===== src/cfe_pkg.sv =====
// Package for the COBS frame encoder.
// Holds the shared widths, register indexes, the job record and the position helper.
// No dependencies.
package cfe_pkg;

    localparam int POS_W       = 13;
    localparam int BYTE_W      = 8;
    localparam int CFG_IDX_W   = 2;
    localparam int CFG_DATA_W  = 13;
    localparam int QUEUE_DEPTH = 4;
    localparam int SLOTS       = 4;
    localparam int DEFAULT_BUFFER_DEPTH = 4096;
    localparam int TDATA_OUT_W = 40;

    localparam logic [CFG_IDX_W-1:0] CFG_DELIMITER    = 2'd0;
    localparam logic [CFG_IDX_W-1:0] CFG_MAX_COUNT    = 2'd1;
    localparam logic [CFG_IDX_W-1:0] CFG_OUT_CAPACITY = 2'd2;

    localparam logic [BYTE_W-1:0] RST_DELIMITER    = 8'd0;
    localparam logic [BYTE_W-1:0] RST_MAX_COUNT    = 8'd255;
    localparam logic [POS_W-1:0]  RST_OUT_CAPACITY = 13'd4096;

    // Write slots of one job, in the order they go out.
    localparam int SLOT_DATA  = 0;
    localparam int SLOT_PATCH = 1;
    localparam int SLOT_FINAL = 2;
    localparam int SLOT_TRAIL = 3;

    typedef struct packed {
        logic [SLOTS-1:0]  mask;
        logic [POS_W-1:0]  data_addr;
        logic [BYTE_W-1:0] data_byte;
        logic [POS_W-1:0]  patch_addr;
        logic [BYTE_W-1:0] patch_code;
        logic [POS_W-1:0]  final_addr;
        logic [BYTE_W-1:0] final_code;
        logic [POS_W-1:0]  trail_addr;
        logic [BYTE_W-1:0] trail_byte;
        logic [POS_W-1:0]  trail_len;
    } job_t;

    // Increment a position that never exceeds lim, saturating at lim.
    function automatic logic [POS_W-1:0] sat_inc(input logic [POS_W-1:0] pos,
                                                 input logic [POS_W-1:0] lim);
        logic [POS_W-1:0] r;
        r = (pos >= lim) ? lim : pos + 1'b1;
        return r;
    endfunction

endpackage


===== src/cfe_front.sv =====
// Front end of the COBS frame encoder: accepts raw bytes and turns each into a job.
// Keeps the code position, run count and next position. Depends on cfe_pkg.
module cfe_front #(
    parameter logic [cfe_pkg::POS_W-1:0] POS_LIMIT =
        cfe_pkg::POS_W'(cfe_pkg::DEFAULT_BUFFER_DEPTH)
) (
    input  logic                        aclk,
    input  logic                        aresetn,
    input  logic                        accept,
    input  logic [cfe_pkg::BYTE_W-1:0]  data_byte,
    input  logic                        frame_last,
    input  logic [cfe_pkg::BYTE_W-1:0]  delimiter,
    input  logic [cfe_pkg::BYTE_W-1:0]  max_count,
    output cfe_pkg::job_t               job
);

    logic [cfe_pkg::POS_W-1:0]  code_pos_reg, code_pos_next;
    logic [cfe_pkg::POS_W-1:0]  next_pos_reg, next_pos_next;
    logic [cfe_pkg::BYTE_W-1:0] run_cnt_reg, run_cnt_next;

    logic [cfe_pkg::BYTE_W-1:0] limit;
    logic [cfe_pkg::BYTE_W-1:0] rc1;
    logic [cfe_pkg::POS_W-1:0]  np1;
    logic [cfe_pkg::POS_W-1:0]  cp2, np2;
    logic [cfe_pkg::BYTE_W-1:0] rc2;

    always_comb begin
        limit = (max_count < 8'd2) ? 8'd255 : max_count;
        rc1   = run_cnt_reg + 8'd1;
        np1   = cfe_pkg::sat_inc(next_pos_reg, POS_LIMIT);
        job   = '0;
        cp2   = code_pos_reg;
        np2   = next_pos_reg;
        rc2   = run_cnt_reg;

        if (data_byte != delimiter) begin
            job.mask[cfe_pkg::SLOT_DATA] = 1'b1;
            job.data_addr = next_pos_reg;
            job.data_byte = data_byte;
            if (rc1 >= limit) begin
                // Run is full: back-patch its code byte and open a new block.
                job.mask[cfe_pkg::SLOT_PATCH] = 1'b1;
                job.patch_addr = code_pos_reg;
                job.patch_code = rc1;
                cp2 = np1;
                np2 = cfe_pkg::sat_inc(np1, POS_LIMIT);
                rc2 = 8'd1;
            end else begin
                np2 = np1;
                rc2 = rc1;
            end
        end else begin
            job.mask[cfe_pkg::SLOT_PATCH] = 1'b1;
            job.patch_addr = code_pos_reg;
            job.patch_code = run_cnt_reg;
            cp2 = next_pos_reg;
            np2 = np1;
            rc2 = 8'd1;
        end

        if (frame_last) begin
            job.mask[cfe_pkg::SLOT_FINAL] = 1'b1;
            job.mask[cfe_pkg::SLOT_TRAIL] = 1'b1;
            job.final_addr = cp2;
            job.final_code = rc2;
            job.trail_addr = np2;
            job.trail_byte = delimiter;
            job.trail_len  = cfe_pkg::sat_inc(np2, POS_LIMIT);
        end

        code_pos_next = frame_last ? '0 : cp2;
        next_pos_next = frame_last ? 13'd1 : np2;
        run_cnt_next  = frame_last ? 8'd1 : rc2;
    end

    always_ff @(posedge aclk) begin
        if (!aresetn) begin
            code_pos_reg <= '0;
            next_pos_reg <= 13'd1;
            run_cnt_reg  <= 8'd1;
        end else if (accept) begin
            code_pos_reg <= code_pos_next;
            next_pos_reg <= next_pos_next;
            run_cnt_reg  <= run_cnt_next;
        end
    end

endmodule


===== src/cfe_queue.sv =====
// Short job queue between the front and back ends of the COBS frame encoder.
// Register-based FIFO of job records. Depends on cfe_pkg.
module cfe_queue #(
    parameter int DEPTH = cfe_pkg::QUEUE_DEPTH
) (
    input  logic          aclk,
    input  logic          aresetn,
    input  logic          push,
    input  cfe_pkg::job_t push_job,
    input  logic          pop,
    output cfe_pkg::job_t head_job,
    output logic          not_empty,
    output logic          not_full
);

    localparam int PTR_W = (DEPTH > 1) ? $clog2(DEPTH) : 1;
    localparam int CNT_W = $clog2(DEPTH + 1);

    cfe_pkg::job_t    slot_reg [DEPTH];
    logic [PTR_W-1:0] wr_ptr_reg, rd_ptr_reg;
    logic [CNT_W-1:0] count_reg;

    assign not_empty = (count_reg != '0);
    assign not_full  = (count_reg != CNT_W'(DEPTH));
    assign head_job  = slot_reg[rd_ptr_reg];

    always_ff @(posedge aclk) begin
        if (push) begin
            slot_reg[wr_ptr_reg] <= push_job;
        end
    end

    always_ff @(posedge aclk) begin
        if (!aresetn) begin
            wr_ptr_reg <= '0;
            rd_ptr_reg <= '0;
            count_reg  <= '0;
        end else begin
            if (push) begin
                wr_ptr_reg <= (wr_ptr_reg == PTR_W'(DEPTH - 1)) ? '0 : wr_ptr_reg + 1'b1;
            end
            if (pop) begin
                rd_ptr_reg <= (rd_ptr_reg == PTR_W'(DEPTH - 1)) ? '0 : rd_ptr_reg + 1'b1;
            end
            if (push && !pop) begin
                count_reg <= count_reg + 1'b1;
            end else if (pop && !push) begin
                count_reg <= count_reg - 1'b1;
            end
        end
    end

endmodule


===== src/cfe_back.sv =====
// Back end of the COBS frame encoder: walks the writes of the head job, one per
// cycle while the output is not stalled, into the output register. Depends on cfe_pkg.
module cfe_back (
    input  logic                       aclk,
    input  logic                       aresetn,
    input  cfe_pkg::job_t              head_job,
    input  logic                       head_valid,
    output logic                       pop,
    input  logic [cfe_pkg::POS_W:0]    eff_cap,
    output logic                       out_valid,
    input  logic                       out_ready,
    output logic [cfe_pkg::POS_W-1:0]  out_addr,
    output logic [cfe_pkg::BYTE_W-1:0] out_byte,
    output logic                       out_over,
    output logic                       out_done,
    output logic [cfe_pkg::POS_W-1:0]  out_len,
    output logic                       out_last
);

    logic [cfe_pkg::SLOTS-1:0]  done_reg, done_next;
    logic [cfe_pkg::SLOTS-1:0]  pending, sel, rest;
    logic                       take;

    logic                       valid_reg;
    logic [cfe_pkg::POS_W-1:0]  addr_reg, addr_next;
    logic [cfe_pkg::BYTE_W-1:0] byte_reg, byte_next;
    logic                       over_reg;
    logic                       fdone_reg, fdone_next;
    logic [cfe_pkg::POS_W-1:0]  len_reg, len_next;
    logic                       last_reg;

    always_comb begin
        pending = head_job.mask & ~done_reg;
        sel     = pending & (~pending + 1'b1);
        rest    = pending & ~sel;
        take    = head_valid && (!valid_reg || out_ready);
        pop     = take && (rest == '0);
        done_next = done_reg;
        if (take) begin
            done_next = pop ? '0 : (done_reg | sel);
        end

        addr_next  = head_job.data_addr;
        byte_next  = head_job.data_byte;
        fdone_next = 1'b0;
        len_next   = '0;
        if (sel[cfe_pkg::SLOT_PATCH]) begin
            addr_next = head_job.patch_addr;
            byte_next = head_job.patch_code;
        end else if (sel[cfe_pkg::SLOT_FINAL]) begin
            addr_next = head_job.final_addr;
            byte_next = head_job.final_code;
        end else if (sel[cfe_pkg::SLOT_TRAIL]) begin
            addr_next  = head_job.trail_addr;
            byte_next  = head_job.trail_byte;
            fdone_next = 1'b1;
            len_next   = head_job.trail_len;
        end
    end

    always_ff @(posedge aclk) begin
        if (!aresetn) begin
            done_reg  <= '0;
            valid_reg <= 1'b0;
        end else begin
            done_reg <= done_next;
            if (take) begin
                valid_reg <= 1'b1;
            end else if (out_ready) begin
                valid_reg <= 1'b0;
            end
        end
    end

    always_ff @(posedge aclk) begin
        if (take) begin
            addr_reg  <= addr_next;
            byte_reg  <= byte_next;
            over_reg  <= ({1'b0, addr_next} >= eff_cap);
            fdone_reg <= fdone_next;
            len_reg   <= len_next;
            last_reg  <= (rest == '0);
        end
    end

    assign out_valid = valid_reg;
    assign out_addr  = addr_reg;
    assign out_byte  = byte_reg;
    assign out_over  = over_reg;
    assign out_done  = fdone_reg;
    assign out_len   = len_reg;
    assign out_last  = last_reg;

endmodule


===== src/cobs_frame_encoder.sv =====
// COBS frame encoder top level. An accepted byte is stored as a job in the queue, and
// its first write is then registered into the master-side output register. Throughput:
// one byte per cycle while each byte makes one write and the output is not stalled;
// the output side drains one write per cycle while m_tready is high, so a byte that
// fills a run or ends a frame makes two to four writes there, and a four-entry job
// queue absorbs those bursts. Reset is synchronous (aresetn low) and clears the encoder
// state, the queue and the output valid; no clearing pass.
module cobs_frame_encoder #(
    parameter int BUFFER_DEPTH = cfe_pkg::DEFAULT_BUFFER_DEPTH
) (
    input  logic                                aclk,
    input  logic                                aresetn,
    // Input beats.
    input  logic                                s_tvalid,
    output logic                                s_tready,
    input  logic [7:0]                          s_tdata,  // [7:0] data_byte
    input  logic                                s_tlast,  // frame_last
    // Result beats.
    output logic                                m_tvalid,
    input  logic                                m_tready,
    // [12:0] write_address, [20:13] write_byte, [33:21] encoded_length, [39:34] zero
    output logic [cfe_pkg::TDATA_OUT_W-1:0]     m_tdata,
    output logic [1:0]                          m_tuser,  // [0] over_capacity, [1] frame_done
    output logic                                m_tlast,  // run_last
    // Configuration writes.
    input  logic                                cfg_valid,
    output logic                                cfg_ready,
    input  logic [cfe_pkg::CFG_IDX_W-1:0]       cfg_index,
    input  logic [cfe_pkg::CFG_DATA_W-1:0]      cfg_data
);

    localparam logic [cfe_pkg::POS_W-1:0] POS_LIMIT =
        (BUFFER_DEPTH < 8191) ? cfe_pkg::POS_W'(BUFFER_DEPTH) : 13'd8191;
    localparam logic [cfe_pkg::POS_W:0] DEPTH_CAP =
        (BUFFER_DEPTH > 8191) ? 14'd8192 : 14'(BUFFER_DEPTH);

    logic [cfe_pkg::BYTE_W-1:0] delimiter_reg;
    logic [cfe_pkg::BYTE_W-1:0] max_count_reg;
    logic [cfe_pkg::POS_W-1:0]  out_capacity_reg;
    logic [cfe_pkg::POS_W:0]    eff_cap;

    cfe_pkg::job_t front_job, head_job;
    logic          s_accept;
    logic          q_not_empty, q_not_full, q_pop;

    logic [cfe_pkg::POS_W-1:0]  w_addr, w_len;
    logic [cfe_pkg::BYTE_W-1:0] w_byte;
    logic                       w_over, w_done, w_last;

    assign cfg_ready = 1'b1;

    always_ff @(posedge aclk) begin
        if (!aresetn) begin
            delimiter_reg    <= cfe_pkg::RST_DELIMITER;
            max_count_reg    <= cfe_pkg::RST_MAX_COUNT;
            out_capacity_reg <= cfe_pkg::RST_OUT_CAPACITY;
        end else if (cfg_valid) begin
            unique case (cfg_index)
                cfe_pkg::CFG_DELIMITER:    delimiter_reg    <= cfg_data[7:0];
                cfe_pkg::CFG_MAX_COUNT:    max_count_reg    <= cfg_data[7:0];
                cfe_pkg::CFG_OUT_CAPACITY: out_capacity_reg <= cfg_data;
                default: ;
            endcase
        end
    end

    assign eff_cap = ({1'b0, out_capacity_reg} < DEPTH_CAP) ? {1'b0, out_capacity_reg}
                                                              : DEPTH_CAP;

    assign s_tready = q_not_full;
    assign s_accept = s_tvalid && s_tready;

    cfe_front #(
        .POS_LIMIT (POS_LIMIT)
    ) u_front (
        .aclk       (aclk),
        .aresetn    (aresetn),
        .accept     (s_accept),
        .data_byte  (s_tdata),
        .frame_last (s_tlast),
        .delimiter  (delimiter_reg),
        .max_count  (max_count_reg),
        .job        (front_job)
    );

    cfe_queue #(
        .DEPTH (cfe_pkg::QUEUE_DEPTH)
    ) u_queue (
        .aclk      (aclk),
        .aresetn   (aresetn),
        .push      (s_accept),
        .push_job  (front_job),
        .pop       (q_pop),
        .head_job  (head_job),
        .not_empty (q_not_empty),
        .not_full  (q_not_full)
    );

    cfe_back u_back (
        .aclk       (aclk),
        .aresetn    (aresetn),
        .head_job   (head_job),
        .head_valid (q_not_empty),
        .pop        (q_pop),
        .eff_cap    (eff_cap),
        .out_valid  (m_tvalid),
        .out_ready  (m_tready),
        .out_addr   (w_addr),
        .out_byte   (w_byte),
        .out_over   (w_over),
        .out_done   (w_done),
        .out_len    (w_len),
        .out_last   (w_last)
    );

    assign m_tdata = {6'd0, w_len, w_byte, w_addr};
    assign m_tuser = {w_done, w_over};
    assign m_tlast = w_last;

    // The trailer is always the last write of its byte.
    a_done_is_last: assert property (@(posedge aclk) disable iff (!aresetn)
        (m_tvalid && m_tuser[1]) |-> m_tlast)
        else $error("frame_done beat without run_last");

    // A finished frame holds at least one code byte and the trailer.
    a_len_min: assert property (@(posedge aclk) disable iff (!aresetn)
        (m_tvalid && m_tuser[1]) |-> (m_tdata[33:21] >= 13'd2))
        else $error("encoded length below two");

    // Length is reported only with the trailer.
    a_len_zero: assert property (@(posedge aclk) disable iff (!aresetn)
        (m_tvalid && !m_tuser[1]) |-> (m_tdata[33:21] == 13'd0))
        else $error("encoded length on a non-trailer beat");

    // The queue never drains a job that was never pushed.
    a_pop_nonempty: assert property (@(posedge aclk) disable iff (!aresetn)
        q_pop |-> q_not_empty)
        else $error("queue pop while empty");

endmodule


===== config.mk =====
export PLATFORM = sky130hd
export DESIGN_NAME = cobs_frame_encoder
export DESIGN_NICKNAME = d
export VERILOG_FILES = /design/src/cfe_pkg.sv /design/src/cfe_front.sv /design/src/cfe_queue.sv /design/src/cfe_back.sv /design/src/cobs_frame_encoder.sv
export SDC_FILE = /design/constraint.sdc
export NUM_CORES = 1
export LEC_CHECK = 0
export BUFFER_PORTS_ARGS = -buffer_cell sky130_fd_sc_hd__buf_2
export CAP_MARGIN = 20
export CORE_UTILIZATION = 40
export DETAILED_ROUTE_END_ITERATION = 16
export PLACE_DENSITY = 0.55
export SLEW_MARGIN = 10
export SYNTH_ARGS = -nofsm -noshare
export SYNTH_HDL_FRONTEND = slang
export SYNTH_SLANG_ARGS = --single-unit

===== constraint.sdc =====
create_clock -name aclk -period 6.2 [get_ports aclk]
set_input_delay 0.31 -clock aclk [delete_from_list [all_inputs] [get_ports aclk]]
set_output_delay 0.31 -clock aclk [all_outputs]
set_load 0.05 [all_outputs]

# Word-level counts from Yosys, hierarchy flattened
# Memories as Yosys holds them, arrays and structs flattened. A register that Yosys moved wholly into a read port is not among the register bits.
# Index checks and enable logic that the tools add are counted.
word_totals:
  register_bits: 112
  ramBits: 404
  inputBits: 29
  out_inout_bits: 46
  word_cells: 106
  memories: 1
classes:
  addsub: 9
  n_lt_le_gt_ge: 7
  n_eq_ne: 6
  mux: 39
  bitwise_logic: 8
  reduce_logical: 19
mem_list:
  columns: ["name", "words", "word_bits", "rd", "rd_clocked_by_memory_dff", "wr", "line_no", "text"]
  rows:
  - ["u_queue.slot_reg", 4, 101, 1, 1, 1, "cfe_queue.sv:19", "cfe_pkg::job_t slot_reg [DEPTH];"]
ops:
  columns: ["op", "count"]
  rows:
  - ["two-way mux 13 bit", 13]
  - ["two-way mux 8 bit", 7]
  - ["two-way mux 55 bit", 1]
  - ["two-way mux 21 bit", 2]
  - ["adder 13 x 1 -> 13 bit (second input constant)", 3]
  - [">= comparator 13 bit (second input constant)", 3]
  - ["two-way mux 22 bit", 1]
  - [">= comparator 13 bit", 1]
  - ["< comparator 13 bit (second input constant)", 1]
  - ["bitwise AND 4 bit", 3]
  - ["inverter 4 bit", 3]
  - ["two-way mux 2 bit", 5]
  - ["adder 8 x 1 -> 8 bit (second input constant)", 1]
  - [">= comparator 8 bit", 1]
  - ["< comparator 8 x 2 -> 1 bit (second input constant)", 1]
  - ["inequality test 8 bit", 1]
  - ["two-way mux 1 bit", 7]
  - ["equality test 2 bit (second input constant)", 3]
  - ["two-way mux 3 bit", 2]
  - ["AND reduction 2 bit", 3]
  - ["logical AND 1 bit", 5]
  - ["adder 2 x 1 -> 2 bit (second input constant)", 2]
  - ["adder 4 x 1 -> 4 bit (second input constant)", 1]
  - ["zero test 4 bit", 1]
  - ["14 further kinds", 17]

# Logic depth before layout (Yosys ltp)
# Gate-level depths: netlist of run 1.
logic_depth:
  depth_word: 12
  ltp_mapped: 21
  mapped_depth_nobuf: 18

# By module
# Synthesis of run 1 repeated with hierarchy kept, for this count alone.
hier_totals:
  cells_unflattened: 1505
  hier_area_um2: 22651.7
modules_own_cells:
  columns: ["mod", "n_inst", "cells_per_inst", "area_per_inst_um2", "seq_area_each_um2"]
  rows:
  - ["cfe_queue", 1, 572, 15035.7, 12311.8]
  - ["cfe_front", 1, 549, 3875.0, 680.7]
  - ["cfe_back", 1, 236, 2403.6, 1211.2]
  - ["cobs_frame_encoder", 1, 148, 1337.5, 580.6]

# Least setup slack after synthesis of run 1
# OpenSTA, ideal clock, no wires.
synth_path:
  kind: "register -> register"
  start: "register max_count_reg[3] in the netlist's numbering"
  end: "memory u_queue.slot_reg[0][10] in the netlist's numbering (data pin)"
  t_arrival_ns: 4.047
  slack_ns: 1.881
  stages_incl_launch_ff: 15
  path_buffers: 0
  synth_period_minus_slack_ns: 4.319
  cell_sequence: "dfxtp_1 or4_1 nor4_1 or2_2 ha_1 nand2b_1 a2111oi_0 o31a_1 nor2_1 o21ai_0 ha_1 nand3_1 nor2_1 nand2_1 mux2_1"
synth_rtl:
  columns: ["element", "line_no", "text"]
  rows:
  - ["start: declaration", "cobs_frame_encoder.sv:38", "logic [cfe_pkg::BYTE_W-1:0] max_count_reg;"]
  - ["start signal: assignment", "cobs_frame_encoder.sv:55", "max_count_reg <= cfe_pkg::RST_MAX_COUNT;"]
  - ["start signal: assignment", "cobs_frame_encoder.sv:60", "cfe_pkg::CFG_MAX_COUNT: max_count_reg <= cfg_data[7:0];"]
  - ["end: declaration", "cfe_queue.sv:19", null]

==> results of run 1 <==
-- cell usage after synthesis, types with 3 or more instances --
cell        n
ha_1       32
nand2b_1    6
buf_6       3
clkbuf_1   62
buf_4      11
mux4_2    100
and2_1     62
nand3_1    25
a21oi_1    37
inv_1      19
o21a_1      5
nor2_1     68
nand2_1   137
nor4_1      3
and3_1     18
o31ai_1     5
a21boi_0   18
mux2i_1     9
nand4_1     7
nor2b_1    49
xnor2_1    19
o211ai_1    7
nand3b_1    4
or4_1       4
o21ai_1     4
a22oi_1    62
a31oi_1     5
xor2_1     11
nor3_1     12
edfxtp_1  437
or3_1       6
buf_2       5
buf_1       5
o21ai_0    32
dfxtp_1    77
-- stage by stage --
step | std cells | setup slack [ps] | hold WS (ps)
2_1_floorplan | 1427 | 1880 | 409
3_3_place_gp | 2135 | 1500 | 448
3_5_place_dp | 2135 | 1480 | 460
4_1_cts | 2241 | 1450 | 6.43
5_1_grt | 2241 | 980 | 18.4
6_report | 2241 | 1550 | 37.0
-- per-layer routing --
metal  wire [um]  share of wire, %  track usage (%)
met3        2380               4.5             2.78
met4        1130               2.1             5.64
met2       25800                49             32.5
met1       23500                45             26.4
met5           0                 0                0
-- power by group --
part,leakage (uW),internal (uW),switching (uW),total [uW]
clock,0.000871,1940,1330,3270
sequential,0.00481,4250,154,4400
combinational,0.00283,782,1550,2330
-- worst register-to-register path: cells and delay by family (launching register included) --
family | cells | cell delay, ps
multiplexers | 2 | 940
AO/OA/AOI/OAI | 5 | 870
AND/OR/NAND/NOR | 5 | 850
flip-flops | 1 | 740
buffers and inverters | 2 | 680
adder cells (fa/ha/maj) | 1 | 310
-- final cells by class --
cell class / instances / area, um^2 / share of cell area [%]
sequential: 514 / 14700 / 59.3
multi-input combinational: 803 / 6660 / 26.9
clock buffer: 61 / 1390 / 5.61
tap: 696 / 871 / 3.52
timing repair buffer: 107 / 656 / 2.65
clock inverter: 37 / 398 / 1.61
inverter: 23 / 86.3 / 0.349
-- kinds of logic after synthesis --
group | Yosys count | synth area share, %
mux | 112 | 11.0
xor+xnor | 31 | 1.28
flops | 514 | 67.5
simple gates | 422 | 9.89
fa+ha+maj | 33 | 1.93
compound gates | 198 | 6.19
other cells | 2 | 0.0346
buf+inv | 110 | 2.23
-- worst max path at each step --
stage	from	to	cells past startpoint
after CTS	flip-flop	u_back.out_over	15
after floorplan	max_count_reg[3]	u_queue.slot_reg[0][10]	14
after global routing	flip-flop	u_back.out_over	15
after detailed placement	flip-flop	u_back.out_over	17
final	flip-flop	u_back.out_over	15
after global placement	flip-flop	u_back.out_over	18
==> out/qor.yml, run 1 <==
yosys:
  synth_cells: 1422
  synth.avg_cell_area_um2: 15.3
  yosysWarnings: 0
  ys_ff_latch: 514
  netlist_top_cells_area: "edfxtp_1 (60%), mux4_2 (10%), dfxtp_1 (7.1%), nand2_1 (2.4%), a22oi_1 (2.1%)"
  yosys.cell_types.count: 77
  async_flop_share_pct: 0
  synth_ff_type: "edfxtp_1"
  synth_edf_count: 437
  yosysTopAreaCellShare_pct: 60.4
  yosysSeqAreaShare_pct: 67.5
  synth_top_area_cell: "edfxtp_1"
  synth_area_um2: 21700
power:
  p_leak_uw: 0.00851
  power_density_nw_per_um2: 404
  ir_drop_mv: 0.307
  total_power_uw: 10000
clock_network:
  cts_sinks: 514
  clock_latency_ps: 600
  post_cts_buffers: 0
  cts-root-buf: "clkbuf_16"
  path_clk_slew_ps: 60
  cts_tree: "built"
  cts_buffers: 52
  htreeDepth: 2
  clk_path_buf_depth: 3
  postCtsResizedCells: 0
  hold_buffers: 8
critical_path:
  crit_top_cell: "mux4_2"
  crit_slowest_cell: "dfxtp_2"
  rrSetupSlack_ps: 1550
  crit_chain: "mux4_2, nand2b_1, nand3_1, inv_2, nand3b_1, buf_4, mux4_2, a22oi_1, nand2_1, ha_1, o21a_1, o211ai_1, nor2_1, a211oi_1, o31ai_1"
  r2r-end: "u_back.out_over"
  end_kind: "flip-flop"
  cp_top_family: "multiplexers"
  reg2reg_depth: 15
  start_kind: "flip-flop"
  required_ps: 6530
  path_max_fanout: 30
  crit_type: "reg -> reg"
  critPathBufInv: 2
  critPathMaxStageDelay_ps: 740
  worstPathArrival_ps: 4980
layout:
  diodes: 0
  fillers: 4630
  drive_gt1_share_pct: 20.6
  areaGrowthSynthToFinish_pct: 13.8
  fin_util_pct: 46.0
  largest_reg_flops: 400
  final_cell_mix: "edfxtp_1 (437), nand2_1 (137), mux4_2 (100), dfxtp_1 (75), buf_2 (67)"
  final_area_um2: 24700
  fin_nets: 1563
  final_common_cell: "edfxtp_1"
floorplanning:
  start_util_pct: 40.5
  die-area_um2: 55300
  ios: 75
  die_x_um: 235
  rows: 85
  core_area_um2: 53700
  die_y_um: 235
run:
  drv_cap: 0
sta:
  worst_pin_slew_ps: 1060
  fmax_mhz: 215
  tns_ps: 0
  slew_violations: 0
  grt_setup_unrepaired: "no"
  timing.final.crit_period_ps: 4650
  hold_viol: 0
  relSlewSlack_pct: 29.6
  finClkSkew_ps: 15.2
  setup_viol: 0
  fin_crit_sh_pct: 75.0
global_route:
  grt_pass1_vias: 12680
  globalRoute.totalOverflow: 0
  grt.total_usage_pct: 19.4
  grt_pass1_wl_um: 80100
  antenna_found_initial: 0
  grt_max_degree: 73
hold_path:
  holdPathEnd: "out_capacity_reg[0]"
  hold_depth: 3
  hp-class: "in -> reg"
  min_from: "cfg_data[0]"
detailed_routing:
  ant_nets: 0
  drtPass1Iterations: 5
  wl_per_cell_um: 23.6
  vias: 12305
  drt_iter0_markers: 909
  drc: 0
  viasPerCell: 5.49
  routed_wl_um: 52800
status:
  status: "finished, final reports clean"
place:
  dp_hpwl_um: 32700
  dpl_cell_area_um2: 22900
  place.gp.congestion: 0.821
  portBuffers: 67
(Power assumes the default switching activity.)
==> inputs of run 2 (changes only) <==
--- a/config.mk
+++ b/config.mk
@@ -9,7 +9,7 @@
 export CAP_MARGIN = 20
 export CORE_UTILIZATION = 40
 export DETAILED_ROUTE_END_ITERATION = 16
-export PLACE_DENSITY = 0.55
+export PLACE_DENSITY = 0.58
 export SLEW_MARGIN = 10
 export SYNTH_ARGS = -nofsm -noshare
 export SYNTH_HDL_FRONTEND = slang
==> constraint.sdc (replaced) <==
create_clock -name aclk -period 4.1 [get_ports aclk]
set_input_delay 0.205 -clock aclk [delete_from_list [all_inputs] [get_ports aclk]]
set_output_delay 0.205 -clock aclk [all_outputs]
set_load 0.05 [all_outputs]
==> run 2 against run 1 <==
Effect of this change:
- wire length is 2.9% lower
- combinational power is 63% higher
- global-route usage is 0.74 points lower
- die area stayed put
- maximum frequency is 15% higher
- clock power is 41% higher
- sequential power is 50% higher
- sequential cell count stayed put
- non-clock buffer count is 75 higher
- worst hold slack worse by 2.7 ps
- clock skew is 4.5 ps higher
- clock-buffer cell count is 4 higher
- critical endpoint is now u_queue.slot_reg[1][11]
==> out/qor.yml, run 2 (synthesis gave the netlist of run 1 again) <==
power:
  power_density_nw_per_um2: 591
  p_leak_uw: 0.00887
  ir_drop_mv: 0.351
critical_path:
  critical_path.endpoint: "u_queue.slot_reg[1][11]"
  startpoint: "max_count_reg[4]"
  required_ps: 4430
  crit_type: "reg -> reg"
  end_kind: "flip-flop"
  start_kind: "flip-flop"
  worstPathArrival_ps: 4390
  regToRegStartpoint: "max_count_reg[4]"
  rrSetupSlack_ps: 40
  r2r-end: "u_queue.slot_reg[1][11]"
  path_max_fanout: 7
  reg2reg_depth: 18
clock_network:
  clock_latency_ps: 600
  cts_sinks: 514
  clk_path_buf_depth: 3
  cts_tree: "built"
  htreeDepth: 2
  path_clk_slew_ps: 60
  cts-root-buf: "clkbuf_16"
  cts_buffers: 52
global_route:
  grt_pass1_wl_um: 78300
  grt.total_usage_pct: 18.7
  grt_max_degree: 75
  grt_pass1_vias: 12824
  antenna_found_initial: 0
  globalRoute.totalOverflow: 0
floorplanning:
  start_util_pct: 40.5
  core_area_um2: 53700
  die-area_um2: 55300
  die_y_um: 235
  ios: 75
  die_x_um: 235
  rows: 85
sta:
  grt_setup_unrepaired: "yes"
  slew_violations: 0
  setup_viol: 0
  hold_viol: 0
  finClkSkew_ps: 19.7
  fmax_mhz: 247
  relSlewSlack_pct: 42.6
  timing.final.crit_period_ps: 4060
  worst_pin_slew_ps: 861
  fin_crit_sh_pct: 98.9
detailed_routing:
  vias: 12693
  drt_iter0_markers: 827
  routed_wl_um: 51300
  drtPass1Iterations: 5
  drc: 0
  viasPerCell: 5.49
  wl_per_cell_um: 22.2
  ant_nets: 0
layout:
  fillers: 4586
  final_common_cell: "edfxtp_1"
  final_cell_mix: "edfxtp_1 (437), nand2_1 (136), mux4_2 (100), buf_4 (92), dfxtp_1 (74)"
  largest_reg_flops: 400
  fin_nets: 1638
  final_area_um2: 25400
  drive_gt1_share_pct: 25.0
  diodes: 0
  areaGrowthSynthToFinish_pct: 16.9
  final_cell_count_no_fill: 2311
status:
  status: "finished, final reports clean"
place:
  dp_hpwl_um: 33200
  portBuffers: 67
  dpl_cell_area_um2: 23300
  place_inst: 2192
  place.gp.congestion: 0.817
hold_path:
  hp-class: "in -> reg"
run:
  drv_cap: 0
run 2: cell count changes in the layout (fill, tap and decap cells not counted), sizes merged:
cell,delta
clkbuf,+4
inv,-3
clkinvlp,-3
buf,+68
bufinv,-3
dlygate4sd3,+7
run 2: how the worst min path moves through the flow:
stage / start / depth (start not counted) / slack, ps / end
final: s_tdata[3] / 2 / 30 / u_queue.slot_reg[3][79]
after global placement: cfg_data[12] / 3 / 440 / out_capacity_reg[12]
after CTS: s_tdata[3] / 2 / 4 / u_queue.slot_reg[3][79]
after detailed placement: cfg_data[12] / 3 / 450 / out_capacity_reg[12]
after global routing: s_tdata[6] / 2 / 30 / u_queue.slot_reg[3][82]
after floorplan: s_tlast / 0 / 300 / u_queue.slot_reg[0][99]
run 2: layer usage:
metal	vias to the layer above	wire length [um]	GRT usage (%)
li1	5740	-	-
met1	6536	22800	25.7
met2	346	24900	31.0
met3	71	2620	2.94
met4	0	961	4.88
met5	-	0	0
run 2: cell type report:
cell class / instances / area [um^2] / area share, %
Timing Repair Buffer: 182 / 1300 / 5.12
Sequential cell: 514 / 14700 / 57.8
Clock inverter: 28 / 260 / 1.02
Tap cell: 696 / 871 / 3.43
Clock buffer: 65 / 1370 / 5.40
Multi-Input combinational cell: 803 / 6840 / 26.9
Inverter: 23 / 86.3 / 0.340
run 2: stage by stage:
step / hold WS, ps / util [%] / worst slack, ps / TNS, ps / total power, uW
floorplan: 304 / - / 14.9 / 0 / 9250
global placement: 438 / 43.5 / 59.5 / 0 / 10400
detailed placement: 449 / 43.5 / 25.6 / 0 / 10500
CTS: 3.75 / 46.8 / 4.53 / 0 / 15100
global route: 32.8 / 47.3 / -116 / -1040 / 15600
finish: 34.3 / 47.3 / 43.8 / 0 / 15000
run 2: what timing repair did:
| action | CTS | global route |
|---|---|---|
| setup buffers | 0 | 11 |
| hold buffers | 15 | 0 |
| gates resized for setup | 1 | 45 |
| hold endpoints to repair | 32 | 0 |
| setup endpoints to repair | 7 | 37 |
| pin swaps | 0 | 20 |
run 2: power breakdown:
group	internal, uW	switching (uW)
clock	2670	1940
combinational	1380	2420
sequential	6410	185
total	10500	4550
run 2: critical path, cell delays in order (launching register included):
cell and delay, ps:
dfxtp_2 320, or4_4 530, nor4_4 260, buf_4 190
nor2_2 40, ha_1 330, a2111oi_4 360, buf_4 180
o31a_1 130, buf_4 160, buf_6 120, nor3_2 50
a221o_2 420, o211a_1 160, buf_4 150, nand2b_4 80
or3_1 120, a21oi_2 50, buf_4 150
==> inputs of run 3 (changes only) <==
--- a/config.mk
+++ b/config.mk
@@ -8,8 +8,9 @@
 export BUFFER_PORTS_ARGS = -buffer_cell sky130_fd_sc_hd__buf_2
 export CAP_MARGIN = 20
 export CORE_UTILIZATION = 40
+export CTS_BUF_LIST = sky130_fd_sc_hd__clkbuf_4
 export DETAILED_ROUTE_END_ITERATION = 16
-export PLACE_DENSITY = 0.58
+export PLACE_DENSITY = 0.55
 export SLEW_MARGIN = 10
 export SYNTH_ARGS = -nofsm -noshare
 export SYNTH_HDL_FRONTEND = slang
==> constraint.sdc (replaced) <==
create_clock -name aclk -period 4 [get_ports aclk]
set_input_delay 0.2 -clock aclk [delete_from_list [all_inputs] [get_ports aclk]]
set_output_delay 0.2 -clock aclk [all_outputs]
set_load 0.05 [all_outputs]
==> run 3 against run 2 <==
Effect of this change:
- register-to-register slack gained 20 ps
- core utilization grew 1.1 points
- sequential share of layout area shrank 1.3 points
- sequential power grew 3%
- first-iteration DRC count shrank 8.5%
- final cell count grew 8.0%
- total power grew 2.6%
- critical path type unchanged
- largest cell class unchanged
==> out/qor.yml, run 3 (synthesis gave the netlist of run 1 again) <==
status:
  status: "finished, final reports clean"
layout:
  final_cell_mix: "edfxtp_1 (437), clkbuf_4 (197), nand2_1 (136), mux4_2 (100), buf_4 (98)"
  regArea_um2: 14700
  fin_nets: 1760
  multiInputGateArea_um2: 6920
  largest_reg_flops: 400
  fillers: 4646
  areaGrowthSynthToFinish_pct: 19.7
  final_cell_count_no_fill: 2495
  final_common_cell: "edfxtp_1"
  drive_gt1_share_pct: 31.4
floorplanning:
  die_x_um: 235
  ios: 75
  core_area_um2: 53700
  rows: 85
  die_y_um: 235
  die-area_um2: 55300
  start_util_pct: 40.5
power:
  p_leak_uw: 0.00934
  power_density_nw_per_um2: 592
  ir_drop_mv: 0.377
sta:
  finClkSkew_ps: 44.8
  timing.final.crit_period_ps: 3930
  grt_setup_unrepaired: "yes"
  hold_viol: 0
  fmax_mhz: 254
  holdWs_ps: 240
  slew_violations: 0
  fin_crit_sh_pct: 98.4
  worst_pin_slew_ps: 978
  relSlewSlack_pct: 33.9
  setup_slack_ps: 65.2
  setup_viol: 0
critical_path:
  critPathMaxStageDelay_ps: 540
  start_kind: "flip-flop"
  required_ps: 4580
  worstPathArrival_ps: 4520
  cp_top_family: "simple AND/OR/NAND/NOR gates"
  critPathBufInv: 3
  crit_slowest_cell: "or4_4"
  crit_chain: "or4_4, nor4_4, or2_4, ha_4, nand2b_4, a2111oi_4, buf_4, o31a_1, buf_6, nor3_2, a221o_2, o211a_4, nand2b_4, xor2_1, nor2_1, buf_4"
  path_max_fanout: 4
  end_kind: "flip-flop"
  crit_type: "reg -> reg"
detailed_routing:
  drtPass1Iterations: 4
  routed_wl_um: 54100
  wl_per_cell_um: 21.7
  drt_iter0_markers: 757
  vias: 13290
  drc: 0
  ant_nets: 0
  viasPerCell: 5.33
clock_network:
  cts-root-buf: "clkbuf_4"
  path_clk_slew_ps: 80
  htreeDepth: 4
  cts_sinks: 514
  cts_buffers: 132
  clock_latency_ps: 840
  cts_tree: "built"
  clk_path_buf_depth: 3
global_route:
  grt_pass1_vias: 13666
  busiest_layer: "met2"
  grtUsageMet3_pct: 4.25
  gr-usage-met1_pct: 25.6
  use_met2_pct: 32.7
  grt_pass1_wl_um: 81300
  globalRoute.totalOverflow: 0
  antenna_found_initial: 2
  grt_max_degree: 99
  grt.total_usage_pct: 19.6
place:
  place.gp.congestion: 0.839
  place_inst: 2206
  place_ws_ps: -182
  dp_hpwl_um: 33600
  portBuffers: 67
run:
  drv_cap: 0
hold_path:
  hp-class: "in -> reg"
## run 3: area by class of cell
cell class	count	share of cell area [%]
diodes	1	0.00962
inverters	23	0.332
well taps	696	3.35
clock inverters	37	0.958
clock buffers	197	5.69
multi-input cells	803	26.6
flip-flops and latches	514	56.4
repair buffers	224	6.63
## run 3: through the flow
| stage | util (%) | TNS, ps | cell area, um^2 | power, uW |
|---|---|---|---|---|
| 2_1_floorplan | - | 0 | 21800 | 9490 |
| 3_3_place_gp | 43.7 | -313 | 23500 | 10800 |
| 3_5_place_dp | 43.7 | -182 | 23500 | 10800 |
| 4_1_cts | 47.8 | 0 | 25700 | 15500 |
| 5_1_grt | 48.4 | -751 | 26000 | 16200 |
| 6_report | 48.4 | 0 | 26000 | 15400 |
## run 3: timing repair
action | 4_1_cts | 5_1_grt
hold buffers | 47 | 1
setup endpoints to repair | 21 | 48
buffers inserted | 0 | 7
gates resized for setup | 9 | 53
endpoints found under the hold margin | 111 | 4
pin swaps | 0 | 13
## run 3: path summary, 6_finish.rpt
kind / from / end / slack [ps] / cells past startpoint
worst max-delay path: max_count_reg[3] / u_queue.slot_reg[2][9] / 70 / 16
worst min-delay path: cfg_data[7] / delimiter_reg[7] / 240 / 4
worst max register to register: max_count_reg[3] / u_queue.slot_reg[2][9] / 70 / 16
worst min register to register: out_capacity_reg[2] / out_capacity_reg[2] / 470 / 2
## run 3: power breakdown
group	leakage, uW	internal (uW)	switching, uW
sequential	0.00481	6570	201
combinational	0.00349	1490	2550
clock	0.00105	2510	2080
## run 3: layer usage
layer	share of wire [%]	vias to the layer above
li1	-	6103
met1	44	6712
met2	49	399
met3	5.1	76
met4	1.9	0
met5	0	-
## run 3: worst reg2reg max path, delay by kind of cell (launching register included)
family / cells / cell delay [ps]
AOI/OAI and AO/OA: 4 / 1240
xor gates and xnor gates: 1 / 200
adders and majority gates: 1 / 190
buffers and inverters: 3 / 490
DFF: 1 / 320
and+or+nand+nor: 7 / 1250
